**src/hw/rtl/ddo_pkg.sv**
```systemverilog
// Shared types, constants and the arctangent table of the differential drive odometry block.
package ddo_pkg;

  localparam int unsigned CounterBits = 16;
  localparam int unsigned CordicSteps = 16;
  localparam int unsigned CordicCntW  = 5;
  localparam int unsigned MulW        = 34;
  localparam int unsigned MulCntW     = $clog2(MulW);
  localparam logic signed [32:0] CordicK = 33'sd652032874;

  localparam logic [1:0] OpTick   = 2'd0;
  localparam logic [1:0] OpLoad   = 2'd1;
  localparam logic [1:0] OpResync = 2'd2;
  localparam logic [1:0] OpRsvd   = 2'd3;

  localparam logic [1:0] RegRadius = 2'd0;
  localparam logic [1:0] RegLeftG  = 2'd1;
  localparam logic [1:0] RegRightG = 2'd2;
  localparam logic [1:0] RegTurn   = 2'd3;

  typedef struct packed {
    logic [1:0]         opcode;
    logic [15:0]        left_count;
    logic [15:0]        right_count;
    logic signed [31:0] new_x;
    logic signed [31:0] new_y;
    logic signed [31:0] new_heading;
  } in_t;

  typedef struct packed {
    logic signed [31:0] pose_x;
    logic signed [31:0] pose_y;
    logic signed [31:0] pose_heading;
  } out_t;

  typedef struct packed {
    logic                  start;
    logic signed [MulW-1:0] a;
    logic signed [MulW-1:0] b;
  } mul_req_t;

  function automatic logic signed [31:0] atan_lut(input logic [CordicCntW-1:0] i);
    logic signed [31:0] v;
    unique case (i)
      5'd0:  v = 32'sd536870912;
      5'd1:  v = 32'sd316933406;
      5'd2:  v = 32'sd167458907;
      5'd3:  v = 32'sd85004756;
      5'd4:  v = 32'sd42667331;
      5'd5:  v = 32'sd21354465;
      5'd6:  v = 32'sd10679838;
      5'd7:  v = 32'sd5340245;
      5'd8:  v = 32'sd2670163;
      5'd9:  v = 32'sd1335087;
      5'd10: v = 32'sd667544;
      5'd11: v = 32'sd333772;
      5'd12: v = 32'sd166886;
      5'd13: v = 32'sd83443;
      5'd14: v = 32'sd41722;
      5'd15: v = 32'sd20861;
      5'd16: v = 32'sd10430;
      5'd17: v = 32'sd5215;
      5'd18: v = 32'sd2608;
      5'd19: v = 32'sd1304;
      5'd20: v = 32'sd652;
      5'd21: v = 32'sd326;
      5'd22: v = 32'sd163;
      5'd23: v = 32'sd81;
      5'd24: v = 32'sd41;
      5'd25: v = 32'sd20;
      5'd26: v = 32'sd10;
      5'd27: v = 32'sd5;
      5'd28: v = 32'sd3;
      5'd29: v = 32'sd1;
      default: v = 32'sd0;
    endcase
    return v;
  endfunction

endpackage

```
**src/hw/rtl/ddo_smul.sv**
```systemverilog
// Bit-serial signed multiplier, one multiplier bit per cycle.
module ddo_smul (
  input  logic                       clk_i,
  input  logic                       rst_ni,
  input  ddo_pkg::mul_req_t          req_i,
  output logic                       done_o,
  output logic signed [2*ddo_pkg::MulW-1:0] prod_o
);

  localparam int unsigned W = ddo_pkg::MulW;

  logic signed [2*W-1:0] a_q, acc_q;
  logic [W-1:0]          b_q;
  logic [ddo_pkg::MulCntW-1:0] cnt_q;
  logic                  busy_q, done_q;
  logic                  last;

  assign last = (cnt_q == ddo_pkg::MulCntW'(W - 1));

  always_ff @(posedge clk_i or negedge rst_ni) begin
    if (!rst_ni) begin
      busy_q <= 1'b0;
      done_q <= 1'b0;
      cnt_q  <= '0;
    end else begin
      done_q <= busy_q && !req_i.start && last;
      if (req_i.start) begin
        busy_q <= 1'b1;
        cnt_q  <= '0;
      end else if (busy_q) begin
        cnt_q <= cnt_q + 1'b1;
        if (last) begin
          busy_q <= 1'b0;
        end
      end
    end
  end

  // Sign bit of the multiplier carries negative weight.
  always_ff @(posedge clk_i) begin
    if (req_i.start) begin
      a_q   <= (2*W)'(req_i.a);
      b_q   <= req_i.b;
      acc_q <= '0;
    end else if (busy_q) begin
      if (b_q[0]) begin
        acc_q <= last ? acc_q - a_q : acc_q + a_q;
      end
      a_q <= a_q <<< 1;
      b_q <= b_q >> 1;
    end
  end

  assign done_o = done_q;
  assign prod_o = acc_q;

endmodule

```
**src/hw/rtl/differential_drive_odometry.sv**
```systemverilog
// Top level of the differential drive wheel odometry block.
// Each input beat carries an opcode: tick (encoder counts), load pose, resync baseline,
// or the reserved code, which changes nothing. Every beat returns one output beat with
// the pose after it. A primed tick keeps the input stalled until its result is in the
// output register: six products in a shared bit-serial multiplier, each a start, the
// 34 multiplier bits and a done, plus 16 CORDIC rotations of one step per cycle. Other
// opcodes and an unprimed tick go straight from idle to the done state. A stalled output
// beat holds the sequencer before it returns to idle. Configuration writes are always
// ready.
module differential_drive_odometry (
  input  logic          clk_i,
  input  logic          rst_ni,
  input  logic          in_valid_i,
  output logic          in_stall_o,
  input  ddo_pkg::in_t  in_data_i,
  output logic          out_valid_o,
  input  logic          out_stall_i,
  output ddo_pkg::out_t out_data_o,
  input  logic          cfg_valid_i,
  output logic          cfg_ready_o,
  input  logic [1:0]    cfg_index_i,
  input  logic [15:0]   cfg_data_i
);

  localparam int unsigned W = ddo_pkg::MulW;

  localparam logic [3:0] SIdle   = 4'd0;
  localparam logic [3:0] SMulAl  = 4'd1;
  localparam logic [3:0] SMulAr  = 4'd2;
  localparam logic [3:0] SMulD   = 4'd3;
  localparam logic [3:0] SCordic = 4'd4;
  localparam logic [3:0] SMulDx  = 4'd5;
  localparam logic [3:0] SMulDy  = 4'd6;
  localparam logic [3:0] SMulT   = 4'd7;
  localparam logic [3:0] SDone   = 4'd8;

  logic [3:0] state_q;
  logic       go_q, primed_q, out_valid_q;
  ddo_pkg::out_t out_q;

  logic [15:0] radius_q, turn_q;
  logic signed [15:0] lgain_q, rgain_q;
  logic [15:0] prev_l_q, prev_r_q;
  logic signed [31:0] pos_x_q, pos_y_q, head_q;

  logic signed [15:0] dl_q, dr_q;
  logic signed [31:0] al_q, ar_q, dist_q;
  logic signed [32:0] cx_q, cy_q;
  logic signed [31:0] cz_q;
  logic               neg_q;
  logic [ddo_pkg::CordicCntW-1:0] step_q;

  ddo_pkg::mul_req_t mreq;
  logic              mdone;
  logic signed [2*W-1:0] prod;

  logic accept, out_free;
  logic signed [32:0] sum_w, diff_w;
  logic signed [31:0] atan_w;
  logic signed [32:0] xs, ys;
  logic signed [32:0] cx_nx, cy_nx;
  logic fold;
  logic cordic_last;
  logic go_d;

  assign cfg_ready_o = 1'b1;
  assign in_stall_o  = (state_q != SIdle);
  assign accept      = in_valid_i && !in_stall_o;
  assign out_free    = !out_valid_q || !out_stall_i;

  assign sum_w  = 33'(ar_q) + 33'(al_q);
  assign diff_w = 33'(ar_q) - 33'(al_q);
  assign atan_w = ddo_pkg::atan_lut(step_q);
  assign xs     = cx_q >>> step_q;
  assign ys     = cy_q >>> step_q;
  assign fold   = (head_q > 32'sh4000_0000) || (head_q < -32'sh4000_0000);

  // One rotation step; the direction follows the sign of the residual angle.
  assign cx_nx       = cz_q[31] ? cx_q + ys : cx_q - ys;
  assign cy_nx       = cz_q[31] ? cy_q - xs : cy_q + xs;
  assign cordic_last = (step_q == ddo_pkg::CordicCntW'(ddo_pkg::CordicSteps - 1));

  // Kick the multiplier on entry to every product phase.
  assign go_d = (state_q == SIdle && accept && in_data_i.opcode == ddo_pkg::OpTick &&
                 primed_q) ||
                (mdone && (state_q == SMulAl || state_q == SMulAr ||
                           state_q == SMulDx || state_q == SMulDy)) ||
                (state_q == SCordic && cordic_last);

  // Route operands of the shared multiplier by phase.
  always_comb begin
    mreq.start = go_q;
    mreq.a     = '0;
    mreq.b     = '0;
    unique case (state_q)
      SMulAl: begin
        mreq.a = W'(dl_q);
        mreq.b = W'(lgain_q);
      end
      SMulAr: begin
        mreq.a = W'(dr_q);
        mreq.b = W'(rgain_q);
      end
      SMulD: begin
        mreq.a = W'({1'b0, radius_q});
        mreq.b = W'(sum_w);
      end
      SMulDx: begin
        mreq.a = W'(dist_q);
        mreq.b = W'(cx_q);
      end
      SMulDy: begin
        mreq.a = W'(dist_q);
        mreq.b = W'(cy_q);
      end
      SMulT: begin
        mreq.a = W'({1'b0, turn_q});
        mreq.b = W'(diff_w);
      end
      default: begin
        mreq.a = '0;
        mreq.b = '0;
      end
    endcase
  end

  ddo_smul u_mul (
    .clk_i  (clk_i),
    .rst_ni (rst_ni),
    .req_i  (mreq),
    .done_o (mdone),
    .prod_o (prod)
  );

  // Configuration registers.
  always_ff @(posedge clk_i or negedge rst_ni) begin
    if (!rst_ni) begin
      radius_q <= '0;
      lgain_q  <= 16'sd16384;
      rgain_q  <= 16'sd16384;
      turn_q   <= '0;
    end else if (cfg_valid_i) begin
      unique case (cfg_index_i)
        ddo_pkg::RegRadius: radius_q <= cfg_data_i;
        ddo_pkg::RegLeftG:  lgain_q  <= cfg_data_i;
        ddo_pkg::RegRightG: rgain_q  <= cfg_data_i;
        ddo_pkg::RegTurn:   turn_q   <= cfg_data_i;
        default: ;
      endcase
    end
  end

  // Sequencer and pose state.
  always_ff @(posedge clk_i or negedge rst_ni) begin
    if (!rst_ni) begin
      state_q     <= SIdle;
      go_q        <= 1'b0;
      primed_q    <= 1'b0;
      out_valid_q <= 1'b0;
      pos_x_q     <= '0;
      pos_y_q     <= '0;
      head_q      <= '0;
      prev_l_q    <= '0;
      prev_r_q    <= '0;
      step_q      <= '0;
    end else begin
      go_q <= go_d;
      if (state_q == SDone && out_free) begin
        out_valid_q <= 1'b1;
      end else if (!out_stall_i) begin
        out_valid_q <= 1'b0;
      end
      unique case (state_q)
        SIdle: begin
          if (accept) begin
            state_q <= (in_data_i.opcode == ddo_pkg::OpTick && primed_q) ? SMulAl : SDone;
            unique case (in_data_i.opcode)
              ddo_pkg::OpTick: begin
                prev_l_q <= in_data_i.left_count;
                prev_r_q <= in_data_i.right_count;
                dl_q     <= in_data_i.left_count - prev_l_q;
                dr_q     <= in_data_i.right_count - prev_r_q;
                primed_q <= 1'b1;
              end
              ddo_pkg::OpLoad: begin
                pos_x_q <= in_data_i.new_x;
                pos_y_q <= in_data_i.new_y;
                head_q  <= in_data_i.new_heading;
              end
              ddo_pkg::OpResync: primed_q <= 1'b0;
              default: ;
            endcase
          end
        end
        SMulAl: if (mdone) begin
          al_q    <= prod[31:0];
          state_q <= SMulAr;
        end
        SMulAr: if (mdone) begin
          ar_q    <= prod[31:0];
          state_q <= SMulD;
        end
        SMulD: if (mdone) begin
          // Saturate the Q16.16 travel; fold the heading into the CORDIC range.
          if (prod[2*W-1:46] == {(2*W-46){prod[46]}}) begin
            dist_q <= prod[46:15];
          end else begin
            dist_q <= prod[2*W-1] ? 32'sh8000_0000 : 32'sh7FFF_FFFF;
          end
          cx_q    <= ddo_pkg::CordicK;
          cy_q    <= '0;
          cz_q    <= fold ? head_q + 32'sh8000_0000 : head_q;
          neg_q   <= fold;
          step_q  <= '0;
          state_q <= SCordic;
        end
        SCordic: begin
          // Apply the fold sign on the last rotation.
          cx_q   <= (cordic_last && neg_q) ? -cx_nx : cx_nx;
          cy_q   <= (cordic_last && neg_q) ? -cy_nx : cy_nx;
          cz_q   <= cz_q[31] ? cz_q + atan_w : cz_q - atan_w;
          step_q <= step_q + 1'b1;
          if (cordic_last) begin
            state_q <= SMulDx;
          end
        end
        SMulDx: if (mdone) begin
          pos_x_q <= pos_x_q + prod[61:30];
          state_q <= SMulDy;
        end
        SMulDy: if (mdone) begin
          pos_y_q <= pos_y_q + prod[61:30];
          state_q <= SMulT;
        end
        SMulT: if (mdone) begin
          head_q  <= head_q + {prod[26:0], 5'b0};
          state_q <= SDone;
        end
        SDone: if (out_free) begin
          state_q <= SIdle;
        end
        default: state_q <= SIdle;
      endcase
    end
  end

  always_ff @(posedge clk_i) begin
    if (state_q == SDone && out_free) begin
      out_q.pose_x       <= pos_x_q;
      out_q.pose_y       <= pos_y_q;
      out_q.pose_heading <= head_q;
    end
  end

  assign out_valid_o = out_valid_q;
  assign out_data_o  = out_q;

  a_busy_after_accept: assert property (@(posedge clk_i) disable iff (!rst_ni)
    accept |=> in_stall_o) else $error("input taken while idle flag stays");
  a_mul_done_busy: assert property (@(posedge clk_i) disable iff (!rst_ni)
    mdone |-> (state_q != SIdle && state_q != SDone && state_q != SCordic))
    else $error("multiplier finished outside a product phase");
  a_cordic_bound: assert property (@(posedge clk_i) disable iff (!rst_ni)
    (state_q == SCordic) |-> (step_q < ddo_pkg::CordicCntW'(ddo_pkg::CordicSteps)))
    else $error("rotation counter overran");

endmodule

```
**config.mk**
```make
export PLATFORM = sky130hd
export DESIGN_NAME = differential_drive_odometry
export DESIGN_NICKNAME = d
export VERILOG_FILES = /design/src/hw/rtl/ddo_pkg.sv /design/src/hw/rtl/ddo_smul.sv /design/src/hw/rtl/differential_drive_odometry.sv
export SDC_FILE = /design/constraint.sdc
export NUM_CORES = 2
export LEC_CHECK = 0
export BUFFER_PORTS_ARGS = -buffer_cell sky130_fd_sc_hd__buf_2
export CORE_ASPECT_RATIO = 0.8
export CORE_MARGIN = 2
export CORE_UTILIZATION = 40
export CTS_CLUSTER_SIZE = 10
export DETAILED_ROUTE_END_ITERATION = 12
export MAX_ROUTING_LAYER = met4
export PLACE_DENSITY = 0.56
export REMOVE_ABC_BUFFERS = 1
export SYNTH_ARGS = -nofsm -noshare
export SYNTH_HDL_FRONTEND = slang
export SYNTH_SLANG_ARGS = --single-unit
```
**constraint.sdc**
```tcl
create_clock -name clk_i -period 10.9 [get_ports clk_i]
set_clock_uncertainty 0.1 [all_clocks]
set_input_delay 1.09 -clock clk_i [delete_from_list [all_inputs] [get_ports clk_i]]
set_output_delay 1.09 -clock clk_i [all_outputs]
set_load 0.02 [all_outputs]
```
==> run summary <==
The flow ran to the end, and the final reports show no timing, DRC or antenna violations. The total die area came out at roughly 0.14 sq mm. The die is 330.6 microns tall.

The post-placement cell area came out at 0.05629 sq mm. Fill cells in the final layout number roughly 13k. The routed wirelength normalized by instance count is around 24 microns. TritonCTS built the clock tree. The worst path buffer plus inverter count came out at 1.

The total length of routed wires is between 150000 and 200000 microns. The number of antenna violations at the first check in global routing came out at 16. The cell area after layout is a little under 0.06 sq mm. The number of distinct standard cells referenced by the synthesized netlist came out at around 100. The count of flip-flops with a built-in enable after synthesis came out at around 430. The global placer's final weighted congestion is around 0.99. The share of layout cells above drive strength 1 came out at between 10% and 20%. Buffers inserted to repair hold after CTS numbered 0. The number of storage elements in the synthesis netlist is slightly above 700. The post-synthesis average cell area is 9.020 sq um. The wire length of the first global-routing pass came out at between 200000 and 300000 microns. At the placement stage, the worst setup path has a slack of approximately 2.1 ns. The worst endpoint data arrival time is 9.30 ns. The number of nets at the end of the flow is around 6.5k. Once routing completed, OpenROAD measured the worst setup slack at between 1.5 and 2 ns. The maximum root-to-sink buffer count is 3. The critical path goes through buf_4 > mux4_2 > mux2i_1 > o22a_1 > o21ai_0 > nor2_1 > nand2_1 > or2_2 > nor3_1 > nand2b_1 > a21oi_1 > o22ai_1 > ha_1 > nand2_1 > nor4b_1 > o2111ai_1 > nand4b_1 > nand3_1 > a211oi_1 > nand4_1 > nor4_1 > o21ai_1 > a21oi_1 > nor3b_2. The total overflow left after global routing is 0. Total power for the finished layout comes to a little under 0.008 W.

The worst setup path is launched from a flip-flop. The Yosys warning count came out at 0. The count of antenna-violating nets left after detailed routing came out at 0. Setup repair after global routing left no endpoint under its margin.

The core region is around 0.13 sq mm. Entering global routing, the biggest net connects 75 pins. The relative slew slack came out at between 20% and 30%. The HPWL after detailed placement came out at approximately 140000 microns. The TritonCTS buffer count came out at between 80 and 90. Pin placement for this block handled 252 I/O pins. The via count of the routed design is around 47k. The later pin in the worst-skew pair is clocked with a latency of 0.74 ns.

The minimum clock period after layout is between 8 and 9 ns. The path class of the lowest-slack min-delay path is primary input to asynchronous set/reset pin. The via count of the first global-routing pass came to between 40k and 50k. Setup violations remaining at the end of the flow were counted as 0. Global routing used between 20% and 30% of the available tracks across all layers. The number of buffers added for setup after CTS is 0. The number of port buffers came out at between 200 and 300. The summed instance area of the synthesized netlist is between 0.05 and 0.06 sq mm. For this configuration, the core starts out at a cell density of 40.43%. The via density per instance came out at ~6. The delay of the slowest cell on the worst path is ~1.1 ns. The proportion of synthesized chip area in sequential cells is between 30% and 40%.

In the routed design, unresolved DRC markers number 0. The synthesis-to-layout area growth is 10.75%. The fraction of registers with async set or reset after synthesis is between 30% and 40%.

The final-report max-slew violation count is 0. Max-cap violations in this run came to 0. The kind of critical path is flip-flop to flip-flop.

The number of iterations in the first detailed-routing pass is 7. Synthesis produced 5913 cells. The worst-margin pin slew came out at about 1.2 ns. The power density over the cells is about 130 mW/mm^2. For this design the static power due to leakage is 24.05 nW.

The kind of cell with the highest combined delay along the critical path is simple AND/OR/NAND/NOR gates. The worst setup path is captured at a flip-flop. The count of instances resized after the clock tree is built is 0.

The H-tree depth reported by CTS is 3. For this design, the slowest cell found on the critical path is dfrtp_4. The number of standard-cell rows in the floorplan is 119. The largest fanout on the critical path came out at between 60 and 70.

The buffer cell driving the clock tree root is clkbuf_16. The setup TNS is 0 ns. The final-report hold violation count is 0. The ratio of final minimum period to clock period came out at about 82%. The required time at the endpoint of the critical path is roughly 11 ns. In the synthesized netlist the dominant register cell turns out to be edfxtp_1. The fmax is 111.3 MHz. The initial DRC count is 5001. The count of clock tree sinks is approximately 710. VDD sags by at most roughly 0.12 mV.

The post-CTS clock slew at the launch and capture registers of the worst setup and hold paths is approximately 0.06 ns. Measured along the x axis, the die boundary spans 412.2 microns.
==> cells by family after synthesis <==
family	count (synthesis)	synth area share, %
xor gates and xnor gates	486	7.981
DFF	705	36.43
adders and majority gates	343	8.188
other	1	0.007031
buffers and inverters	580	4.256
and+or+nand+nor	1724	15.10
AOI/OAI and AO/OA	1828	21.37
muxes	246	6.665
==> final timing paths <==
check | from | cells after the start | end | slack (ns)
setup / recovery | step_q[1]$_DFFE_PN0P_ | 24 | cy_q[32]$_SDFFCE_PN0P_ | 1.92
hold / removal | rst_ni | 1 | u_mul.done_o$_DFF_PN0_ | 0.15
setup reg to reg | step_q[1]$_DFFE_PN0P_ | 24 | cy_q[32]$_SDFFCE_PN0P_ | 1.92
hold reg to reg | pos_y_q[31]$_DFFE_PN0P_ | 0 | out_data_o[63]$_DFFE_PP_ | 0.38
max in group asynchronous | rst_ni | 3 | step_q[0]$_DFFE_PN0P_ | 8.55
min in group clk_i | pos_y_q[31]$_DFFE_PN0P_ | 0 | out_data_o[63]$_DFFE_PP_ | 0.38
==> flip-flops by register name, summed over array words and instances, names as in the netlist, 32 cells and up <==
register      count
head_q           32
cz_q             32
dist_q           32
u_mul.a_q        68
cx_q             33
ar_q             32
out_data_o       96
cy_q             33
pos_y_q          32
u_mul.prod_o     68
pos_x_q          32
u_mul.b_q        34
al_q             32
==> routing by layer <==
metal	global-route usage [%]	vias to the layer above	routed length [microns]
li1	-	22050	-
met1	42.61	23230	92730
met2	38.61	1812	77640
met3	5.054	237	16060
met4	5.403	0	3574
met5	-	-	0
==> area by class of cell <==
class	count	area, sq um	area share [%]
Sequential cell	705	19450	32.93
Timing Repair Buffer	315	1749	2.961
Inverter	299	1122	1.900
Clock buffer	144	2480	4.199
Multi-Input combinational cell	4628	31770	53.79
Clock inverter	17	274.0	0.4639
Antenna cell	9	22.52	0.03813
Tap cell	1754	2195	3.716
==> cells in the mapped netlist, types with 63 or more instances <==
library cell	n	area share [%]
nand3_1	102	0.96
mux2_2	118	2.5
xor2_1	193	3.2
a31oi_1	100	1.2
dfxtp_1	68	2.6
edfxtp_1	425	24
nand2_1	566	4.0
ha_1	333	7.8
nor3_1	106	0.99
a21oi_1	609	5.7
inv_1	295	2.1
nand2b_1	63	0.74
clkbuf_1	206	1.4
a21o_1	128	1.8
mux4_2	69	2.9
dfrtp_1	210	9.9
xnor2_1	293	4.8
o22ai_1	77	0.90
nor2_1	513	3.6
o21ai_0	372	3.5
==> metrics by stage <==
| step | hold slack [ns] | std cells | utilization [%] |
|---|---|---|---|
| finish | 0.1486 | 7871 | 44.77 |
| global route | 0.1266 | 7868 | 44.77 |
| CTS | 0.1090 | 7862 | 44.76 |
| detailed placement | 0.3655 | 7701 | 42.67 |
| global placement | 0.3681 | 7701 | 42.67 |
| floorplan | 0.3473 | 5632 | - |
==> worst reg2reg max path: cells and delay by family, from the launching register on <==
kind                       cells  cell delay, ns
adders and majority gates      1            0.46
and+or+nand+nor               12            3.41
muxes                          2            1.02
DFF                            1            1.07
buffers and inverters          1            0.64
AOI/OAI and AO/OA              8            1.99
==> power by group <==
group	switching (W)	internal (W)	total (W)
registers	0.000313	0.00304	0.00335
clock network	0.00124	0.00161	0.00285
logic	0.000929	0.000655	0.00158
total	0.00249	0.00530	0.00779
==> cell usage in the layout (no fill, tap or decap), types with 63 or more instances in the layout <==
cell / synthesis / layout
xor2_1: 193 / 193
mux4_2: 69 / 69
a31oi_1: 100 / 100
o21ai_0: 372 / 372
buf_4: 5 / 65
inv_1: 295 / 295
dfrtp_1: 210 / 204
nand2_1: 566 / 563
nand2b_1: 63 / 63
nand3_1: 102 / 100
clkbuf_16: 0 / 86
dfxtp_1: 68 / 68
a21o_1: 128 / 128
a21oi_1: 609 / 607
mux2_2: 118 / 118
edfxtp_1: 425 / 425
nor2_1: 513 / 503
nor3_1: 106 / 102
xnor2_1: 293 / 293
o22ai_1: 77 / 77
ha_1: 333 / 333
buf_2: 28 / 249
Power figures use the tool's default switching activity.
